<file path="src/rtl/core/mmbc_pkg.sv">
`default_nettype none

package mmbc_pkg;

    typedef enum logic [3:0] {
        ALG_ADLER32    = 4'd0,
        ALG_FLETCHER16 = 4'd1,
        ALG_FLETCHER32 = 4'd2,
        ALG_SUM8       = 4'd3,
        ALG_SUM16      = 4'd4,
        ALG_SUM32      = 4'd5,
        ALG_BSD        = 4'd6,
        ALG_XOR8       = 4'd7,
        ALG_SYSV       = 4'd8
    } algo_t;

    localparam logic [16:0] ADLER_MOD = 17'd65521;
    localparam logic [16:0] F32_MOD   = 17'd65535;
    localparam logic [8:0]  F16_MOD   = 9'd255;

    typedef struct packed {
        logic [31:0] low_sum;
        logic [15:0] high_sum;
    } sums_t;

    function automatic logic [31:0] start_low(input logic [3:0] algorithm);
        start_low = (algorithm == ALG_ADLER32) ? 32'd1 : 32'd0;
    endfunction

endpackage

`default_nettype wire

</file>
<file path="src/rtl/core/mmbc_update.sv">
`default_nettype none

module mmbc_update (
    input  wire logic [3:0]      algorithm,
    input  wire mmbc_pkg::sums_t cur,
    input  wire logic [7:0]      data_byte,
    output mmbc_pkg::sums_t      nxt,
    output logic [31:0]          checksum
);

    logic [16:0] lo17;
    logic [16:0] hi17;
    logic [15:0] lo16;
    logic [15:0] hi16;
    logic [8:0]  lo9;
    logic [8:0]  hi9;
    logic [7:0]  lo8;
    logic [7:0]  hi8;
    logic [15:0] rot16;
    logic [31:0] sum32;
    logic [16:0] fold17;
    logic [15:0] fold16;

    always_comb
    begin
        lo17   = 17'd0;
        hi17   = 17'd0;
        lo16   = 16'd0;
        hi16   = 16'd0;
        lo9    = 9'd0;
        hi9    = 9'd0;
        lo8    = 8'd0;
        hi8    = 8'd0;
        rot16  = 16'd0;
        sum32  = 32'd0;
        fold17 = 17'd0;
        fold16 = 16'd0;
        nxt    = '0;
        checksum = 32'd0;
        case (algorithm)
            mmbc_pkg::ALG_ADLER32,
            mmbc_pkg::ALG_FLETCHER32:
            begin
                lo17 = {1'b0, cur.low_sum[15:0]} + {9'd0, data_byte};
                if (algorithm == mmbc_pkg::ALG_ADLER32)
                begin
                    lo16 = (lo17 >= mmbc_pkg::ADLER_MOD) ?
                           16'(lo17 - mmbc_pkg::ADLER_MOD) : lo17[15:0];
                    hi17 = {1'b0, cur.high_sum} + {1'b0, lo16};
                    hi16 = (hi17 >= mmbc_pkg::ADLER_MOD) ?
                           16'(hi17 - mmbc_pkg::ADLER_MOD) : hi17[15:0];
                end
                else
                begin
                    lo16 = (lo17 >= mmbc_pkg::F32_MOD) ?
                           16'(lo17 - mmbc_pkg::F32_MOD) : lo17[15:0];
                    hi17 = {1'b0, cur.high_sum} + {1'b0, lo16};
                    hi16 = (hi17 >= mmbc_pkg::F32_MOD) ?
                           16'(hi17 - mmbc_pkg::F32_MOD) : hi17[15:0];
                end
                nxt.low_sum  = {16'd0, lo16};
                nxt.high_sum = hi16;
                checksum     = {hi16, lo16};
            end
            mmbc_pkg::ALG_FLETCHER16:
            begin
                lo9 = {1'b0, cur.low_sum[7:0]} + {1'b0, data_byte};
                lo8 = (lo9 >= mmbc_pkg::F16_MOD) ? 8'(lo9 - mmbc_pkg::F16_MOD) : lo9[7:0];
                hi9 = {1'b0, cur.high_sum[7:0]} + {1'b0, lo8};
                hi8 = (hi9 >= mmbc_pkg::F16_MOD) ? 8'(hi9 - mmbc_pkg::F16_MOD) : hi9[7:0];
                nxt.low_sum  = {24'd0, lo8};
                nxt.high_sum = {8'd0, hi8};
                checksum     = {16'd0, hi8, lo8};
            end
            mmbc_pkg::ALG_SUM8:
            begin
                lo8 = cur.low_sum[7:0] + data_byte;
                nxt.low_sum = {24'd0, lo8};
                checksum    = {24'd0, lo8};
            end
            mmbc_pkg::ALG_SUM16:
            begin
                lo16 = cur.low_sum[15:0] + {8'd0, data_byte};
                nxt.low_sum = {16'd0, lo16};
                checksum    = {16'd0, lo16};
            end
            mmbc_pkg::ALG_SUM32:
            begin
                sum32 = cur.low_sum + {24'd0, data_byte};
                nxt.low_sum = sum32;
                checksum    = sum32;
            end
            mmbc_pkg::ALG_BSD:
            begin
                rot16 = {cur.low_sum[0], cur.low_sum[15:1]};
                lo16  = rot16 + {8'd0, data_byte};
                nxt.low_sum = {16'd0, lo16};
                checksum    = {16'd0, lo16};
            end
            mmbc_pkg::ALG_XOR8:
            begin
                lo8 = cur.low_sum[7:0] ^ data_byte;
                nxt.low_sum = {24'd0, lo8};
                checksum    = {24'd0, lo8};
            end
            mmbc_pkg::ALG_SYSV:
            begin
                sum32  = cur.low_sum + {24'd0, data_byte};
                fold17 = {1'b0, sum32[15:0]} + {1'b0, sum32[31:16]};
                fold16 = fold17[15:0] + {15'd0, fold17[16]};
                nxt.low_sum = sum32;
                checksum    = {16'd0, fold16};
            end
            default:
            begin
                nxt      = '0;
                checksum = 32'd0;
            end
        endcase
    end

endmodule

`default_nettype wire

</file>
<file path="src/rtl/core/multi_mode_byte_checksum.sv">
// Streaming byte checksum engine. One byte is taken per clock on the slave side, and the byte
// transfer marked by s_tlast closes the message: its checksum appears on m_tdata in the next
// cycle, zero-extended to 32 bits. The algorithm register selects 0 Adler-32, 1 Fletcher-16,
// 2 Fletcher-32, 3 sum8, 4 sum16, 5 sum32, 6 BSD, 7 XOR-8 or 8 System V; codes 9 to 15 give
// a checksum of zero. A write to the register restarts the message with the new algorithm's
// start values, so it should be done between messages. A single running-sum register pair is
// updated by every byte, so the next byte can follow at once; s_tready only drops while a
// finished checksum waits in the output register and m_tready is low.
`default_nettype none

module multi_mode_byte_checksum (
    input  wire logic        clk,
    input  wire logic        rst_n,
    input  wire logic        cfg_wr_en,
    input  wire logic [3:0]  cfg_wr_data,
    input  wire logic        s_tvalid,
    output logic             s_tready,
    input  wire logic [7:0]  s_tdata,   // [7:0] data_byte
    input  wire logic        s_tlast,
    output logic             m_tvalid,
    input  wire logic        m_tready,
    output logic [31:0]      m_tdata    // [31:0] checksum
);

    logic [3:0]      algorithm_reg;
    logic [3:0]      algorithm_next;
    mmbc_pkg::sums_t sums_reg;
    mmbc_pkg::sums_t sums_next;
    mmbc_pkg::sums_t upd_sums;
    logic [31:0]     upd_checksum;
    logic            m_tvalid_reg;
    logic            m_tvalid_next;
    logic [31:0]     m_tdata_reg;
    logic            s_accept;

    mmbc_update u_update (
        .algorithm (algorithm_reg),
        .cur       (sums_reg),
        .data_byte (s_tdata),
        .nxt       (upd_sums),
        .checksum  (upd_checksum)
    );

    assign s_tready = !m_tvalid_reg || m_tready;
    assign s_accept = s_tvalid && s_tready;
    assign m_tvalid = m_tvalid_reg;
    assign m_tdata  = m_tdata_reg;

    always_comb
    begin
        algorithm_next = algorithm_reg;
        sums_next      = sums_reg;
        if (cfg_wr_en)
        begin
            algorithm_next     = cfg_wr_data;
            sums_next.low_sum  = mmbc_pkg::start_low(cfg_wr_data);
            sums_next.high_sum = 16'd0;
        end
        else if (s_accept)
        begin
            if (s_tlast)
            begin
                sums_next.low_sum  = mmbc_pkg::start_low(algorithm_reg);
                sums_next.high_sum = 16'd0;
            end
            else
            begin
                sums_next = upd_sums;
            end
        end
        m_tvalid_next = (m_tvalid_reg && !m_tready) || (s_accept && s_tlast);
    end

    always_ff @(posedge clk or negedge rst_n)
    begin
        if (!rst_n)
        begin
            algorithm_reg     <= mmbc_pkg::ALG_ADLER32;
            sums_reg.low_sum  <= 32'd1;
            sums_reg.high_sum <= 16'd0;
            m_tvalid_reg      <= 1'b0;
        end
        else
        begin
            algorithm_reg <= algorithm_next;
            sums_reg      <= sums_next;
            m_tvalid_reg  <= m_tvalid_next;
        end
    end

    always_ff @(posedge clk)
    begin
        if (s_accept && s_tlast)
        begin
            m_tdata_reg <= upd_checksum;
        end
    end

    a_result_from_last: assert property (@(posedge clk) disable iff (!rst_n)
        $rose(m_tvalid_reg) |-> $past(s_accept && s_tlast))
        else $error("Checksum presented without a last byte transfer.");

    a_cfg_restart: assert property (@(posedge clk) disable iff (!rst_n)
        cfg_wr_en |=> (sums_reg.high_sum == 16'd0 &&
                       sums_reg.low_sum == mmbc_pkg::start_low(algorithm_reg)))
        else $error("Sums not at start values after algorithm write.");

    a_last_restart: assert property (@(posedge clk) disable iff (!rst_n)
        (s_accept && s_tlast && !cfg_wr_en) |=>
            (sums_reg.high_sum == 16'd0 &&
             sums_reg.low_sum == mmbc_pkg::start_low(algorithm_reg)))
        else $error("Sums not at start values after end of message.");

    a_no_drop: assert property (@(posedge clk) disable iff (!rst_n)
        (m_tvalid_reg && !m_tready) |=> (m_tvalid_reg && $stable(m_tdata_reg)))
        else $error("Waiting checksum lost or changed.");

endmodule

`default_nettype wire
</file>
<file path="config.mk">
export PLATFORM = sky130hd
export DESIGN_NAME = multi_mode_byte_checksum
export DESIGN_NICKNAME = d
export VERILOG_FILES = /design/src/rtl/core/mmbc_pkg.sv /design/src/rtl/core/mmbc_update.sv /design/src/rtl/core/multi_mode_byte_checksum.sv
export SDC_FILE = /design/constraint.sdc
export NUM_CORES = 1
export LEC_CHECK = 0
export BUFFER_PORTS_ARGS = -buffer_cell sky130_fd_sc_hd__buf_2
export CORE_ASPECT_RATIO = 0.8
export CORE_MARGIN = 1.5
export CORE_UTILIZATION = 45
export DETAILED_ROUTE_END_ITERATION = 10
export GPL_ROUTABILITY_DRIVEN = 1
export PLACE_DENSITY = 0.66
export SYNTH_ARGS = -nofsm -noshare
export SYNTH_HDL_FRONTEND = slang
export SYNTH_HIERARCHICAL = 1
export SYNTH_SLANG_ARGS = --single-unit
</file>
<file path="constraint.sdc">
create_clock -name clk -period 11.8 [get_ports clk]
set_input_delay 2.36 -clock clk [delete_from_list [all_inputs] [get_ports clk]]
set_output_delay 2.36 -clock clk [all_outputs]
set_load 0.01 [all_outputs]
</file>
# After elaboration in Yosys (flattened, before gate mapping)
# Index checks and enable logic that the tools add are counted.
totals:
  reg_bits: 85
  elab_cells: 65
  in_bits: 18
classes:
  order_cmp: 6
  n_eq_ne: 8
  bitwise: 1
  n_mux: 16
  n_reduce_logical: 12
  add_sub_neg: 17
ops:
  columns: ["op", "n"]
  rows:
  - ["$pmux W32 S8", 1]
  - ["$pmux W32 S7", 1]
  - ["$mux W48", 3]
  - ["$mux W16", 6]
  - ["$ge A17 B16 Y1 const B", 4]
  - ["$sub A16 B16 Y16 const B", 4]
  - ["$add A16 B16 Y17", 3]
  - ["$add A16 B8 Y16", 2]
  - ["$add A32 B8 Y32", 1]
  - ["$pmux W16 S2", 1]
  - ["$add A8 B8 Y9", 2]
  - ["$ge A9 B8 Y1 const B", 2]
  - ["$add A16 B8 Y17", 1]
  - ["$add A16 B1 Y16", 1]
  - ["$eq A4 B3 Y1 const B", 4]
  - ["$mux W8", 2]
  - ["$sub A8 B8 Y8 const B", 2]
  - ["$add A8 B8 Y8", 1]
  - ["$eq A4 B2 Y1 const B", 2]
  - ["$logic_not A4 Y1", 2]
  - ["$xor A8 B8 Y8", 1]
  - ["$eq A4 B1 Y1 const B", 1]
  - ["$eq A4 B4 Y1 const B", 1]
  - ["$reduce_or A2 Y1", 2]
  - ["other kinds (5)", 10]

# Logic depth before layout (Yosys ltp)
depth:
  depth_word: 11
  mapped_depth: 29

# By module
# Netlist, hierarchy kept.
by_module_without_submodules:
  columns: ["mod", "n_inst", "cells_per_inst", "area_per_inst_um2"]
  rows:
  - ["mmbc_update", 1, 1217, 8109.0]
  - ["multi_mode_byte_checksum", 1, 163, 2969.1]

# Worst setup path after synthesis
# Ideal clock, no wire load.
synth_timing:
  path_type: "input -> register"
  start: "input port s_tdata[0]"
  end: "register m_tdata_reg[17], in the netlist m_tdata[17], data pin"
  required_ns: 11.526
  t_arrival_ns: 8.302
  path_buffers: 2
  slack_ns: 3.224
  setup_time_ns: 0.274
  path_stages: 24
  cell_sequence: "ha_1 fa_1 a21o_1 a311o_1 a31o_1 buf_6 o31a_1 a211oi_2 o2111a_1 buf_6 a21oi_2 xnor2_1 ha_1 fa_1 a21o_1 a221oi_2 o21a_1 o311ai_0 nor4b_1 nand4b_1 o21ai_2 mux2_2 a221oi_1 o21ai_0"
synth_between:
  elab_chain_len: 8
  elab_cells_between_ends: 18
  cone_classes: "add/sub (8); order compare (4); mux (6)"
synth_lines:
  columns: ["element", "line_no", "rtl"]
  rows:
  - ["start, declared", "multi_mode_byte_checksum.sv:18", "input wire logic [7:0] s_tdata,"]
  - ["$add A16 B8 Y17", "mmbc_update.sv:44", "lo17 = {1'b0, cur.low_sum[15:0]} + {9'd0, data_byte};"]
  - ["$sub A16 B16 Y16, or another cell as far along", "mmbc_update.sv:56", "16'(lo17 - mmbc_pkg::F32_MOD) : lo17[15:0];"]
  - ["$mux W16, on equally long branches", "mmbc_update.sv:55, mmbc_update.sv:47", null]
  - ["$add A16 B16 Y17, on equally long branches", "mmbc_update.sv:57, mmbc_update.sv:49", null]
  - ["$sub A16 B16 Y16, or another cell as far along", "mmbc_update.sv:59", "16'(hi17 - mmbc_pkg::F32_MOD) : hi17[15:0];"]
  - ["$mux W16, on equally long branches", "mmbc_update.sv:58, mmbc_update.sv:50", null]
  - ["$mux W16", "mmbc_update.sv:45", "if (algorithm == mmbc_pkg::ALG_ADLER32)"]
  - ["$pmux W32 S8 (*)", "mmbc_update.sv:40", "case (algorithm)"]
  - ["net upd_checksum[17]", "multi_mode_byte_checksum.sv:30", "logic [31:0] upd_checksum;"]
  - ["end signal, assigned", "multi_mode_byte_checksum.sv:95", "m_tdata_reg <= upd_checksum;"]
  - ["end, declared", "multi_mode_byte_checksum.sv:33", "logic [31:0] m_tdata_reg;"]
# Mark *: on every way through the listed nets, which the timed path passes. The rest lies on a longest branch.
# A chain may end at the register's enable or synchronous reset.

==> flow_metrics.py <==
metrics = {
    "final_layout": {
        "layout.nets": 1504,
        "num_antenna_cells": 0,
        "largest_reg_flops": 48,
        "area.growth.synth_to_final_pct": 6.87,
        "fin_util": 0.488,
        "drive_gt1_frac": 0.101,
    },
    "floorplan": {
        "die_area_um2": 25600,
        "die_width_um": 178,
        "core_area_um2": 24200,
        "io_pins": 52,
        "start_util": 0.457,
        "dieHeight_um": 143,
        "fp-row-count": 51,
    },
    "detailed_routing": {
        "drt-initial-drc-count": 1727,
        "ant_nets": 0,
        "firstDrtPassIters": 6,
        "remaining_drc_errors": 0,
        "wl_per_cell_um": 24.3,
        "wl_um": 41700,
        "viasPerCell": 6.68,
        "vias": 11470,
    },
    "global_routing": {
        "antenna_found_initial": 0,
        "grt_overflow": 0,
        "grt_pass1_vias": 10255,
        "grt_pass1_wl_um": 62300,
        "track_usage": 0.327,
        "grt_max_degree": 54,
    },
    "logic_synthesis": {
        "syn_nets": 1490,
        "synth_edf_count": 32,
        "yosys.area.top_type_share": 0.117,
        "ys_seq_elements": 85,
        "netlist_top_cells_area": "dfrtp_1 (12%), ha_1 (9.7%), edfxtp_1 (8.7%)",
        "synth.yosys.seq_area_share": 0.207,
        "synthMostInstantiatedCell": "nand2_1",
        "synth_top_cells_by_count": "nand2_1 (131), nor2_1 (107), ha_1 (86)",
        "synth-async-reset-ratio": 0.624,
        "yosys_warnings": 6,
        "netlist_area_um2": 11100,
        "avgSynthCellArea_um2": 8.03,
        "syn_inst": 1380,
        "yosys_most_used_dff": "dfrtp_1",
        "synth_top_cell_by_area": "dfrtp_1",
        "ys_types": 101,
    },
    "timing": {
        "max-slew-margin-rel": 0.208,
        "finalSetupViolCount": 0,
        "fin_crit_sh": 0.838,
        "hold_viol": 0,
        "max_freq_mhz": 101,
        "clock_skew_ps": 12.1,
        "maxSlewViolCount": 0,
        "period_needed_ps": 9890,
        "rsz0062_at_grt": "false",
        "finalSetupTns_ps": 0,
        "worst_slew_pin_slew_ps": 1180,
    },
    "clocking": {
        "cts_resized": 0,
        "post_cts.repair.setup_buffers": 0,
        "cts_tree": "done",
        "cts_buffer_depth": 2,
        "cts.clk_slew.worst_paths_ps": 70,
        "htreeDepth": 3,
        "cts_buffers": 9,
        "cts_root_buffer": "clkbuf_16",
        "holdBufCountCts": 0,
        "cts_sinks": 85,
        "clock_latency_ps": 370,
    },
    "power_and_ir_drop": {
        "worst_ir_drop_vdd_v": 0.0000649,
        "powerDensity_nw_per_um2": 93.9,
        "cellLeakagePower_nw": 5.11,
    },
    "hold_path": {
        "hold_class": "reg -> reg",
        "hold_path.startpoint": "sums_reg[47]",
    },
    "critical_path": {
        "crit_start": "s_tdata[0]",
        "regToRegStartpoint": "sums_reg[16]",
        "cp-start-kind": "primary input",
        "cp.arrival_ps": 10150,
        "critPathRequiredTime_ps": 12060,
        "end_kind": "register",
        "path_class": "in -> reg",
        "crit_fanout": 12,
    },
    "run_status": {
        "status": "finished, final reports clean",
    },
    "job": {
        "maxCapViolations": 0,
    },
    "place": {
        "gp_congestion": 0.994,
        "hpwl_um": 32500,
        "port_buffers": 51,
    },
}
## metrics by stage
| step | power [W] | cells | worst slack, ps | cell area, um^2 | hold WS (ps) |
|---|---|---|---|---|---|
| 3_3_place_gp | 0.000787 | 1701 | 1710 | 11500 | 514 |
| 2_1_floorplan | 0.000644 | 1380 | 3220 | 11100 | 471 |
| 6_report | 0.00111 | 1717 | 1910 | 11800 | 541 |
| 3_5_place_dp | 0.000787 | 1701 | 1690 | 11500 | 516 |
| 5_1_grt | 0.00116 | 1717 | 1590 | 11800 | 564 |
| 4_1_cts | 0.00110 | 1717 | 2090 | 11800 | 535 |
## layer usage
metal | global-route usage | share of wire
met1 | 0.494 | 0.46
met5 | 0.0337 | 0.0027
met4 | 0.0785 | 0.018
met2 | 0.452 | 0.40
met3 | 0.0854 | 0.11
## where the power goes
part	switching, W	internal, W	total [W]	leakage [nW]
sequential	0.0000157	0.000321	0.000337	1.03
clock	0.000127	0.000183	0.000310	0.151
combinational	0.000314	0.000151	0.000465	3.93
total	0.000457	0.000655	0.00111	5.11
## cells in the final DEF (no fill, tap or decap), drive strengths merged, types with 13 or more instances in the layout
cell type,netlist,routed
a211oi,20,20
a21o,38,38
a21oi,85,85
a22o,48,48
a31oi,18,18
and2,17,17
and3,20,20
buf,24,69
clkbuf,42,13
dfrtp,52,52
edfxtp,32,32
ha,86,86
inv,53,53
nand2,132,132
nand2b,21,21
nand3,53,53
nand4,26,26
nor2,108,108
nor2b,14,14
nor3,36,36
o2111ai,15,15
o211ai,17,17
o21ai,71,71
or3,15,15
xnor2,74,74
xor2,49,49
## layout make-up
type,count,area (um^2)
inverters,54,203
well taps,318,398
flip-flops and latches,85,2290
clock buffers,13,272
repair buffers,69,390
multi-input cells,1175,8250
fillers,2386,12400
clock inverters,3,42.5
## final timing paths
path,endpoint,cells after the start,slack (ps)
min,sums_reg[47],1,540
max in group asynchronous,sums_reg[39],2,9090
max reg2reg,sums_reg[1],23,3570
min reg2reg,sums_reg[47],1,540
max,sums_reg[1],24,1910
min in group asynchronous,sums_reg[17],2,2140
## worst max-delay path: stages
cell and delay (ps):
buf_2 110, ha_1 210, fa_1 420, a21o_1 240, a21oi_1 180, xor2_1 700, inv_1 540, nand3_1 320
nand2b_1 210, nor2_1 120, a21oi_2 370, mux2_2 430, fa_1 510, a21o_1 240, a221oi_2 560, o21a_1 170
o311ai_0 220, nor4b_1 350, nand4b_1 310, o21ai_2 440, mux2_2 420, a221oi_1 390, nand2_1 110, a22o_1 210
## logic make-up after synthesis
kind of cell             count (synthesis)  share of synthesized area
adder cells (fa/ha/maj)                 92                      0.108
XOR/XNOR                               123                     0.0993
AND/OR/NAND/NOR                        498                      0.230
buffers and inverters                  120                     0.0510
flip-flops                              85                      0.207
multiplexers                            13                     0.0128
AO/OA/AOI/OAI                          449                      0.293
Power figures use the tool's default switching activity.
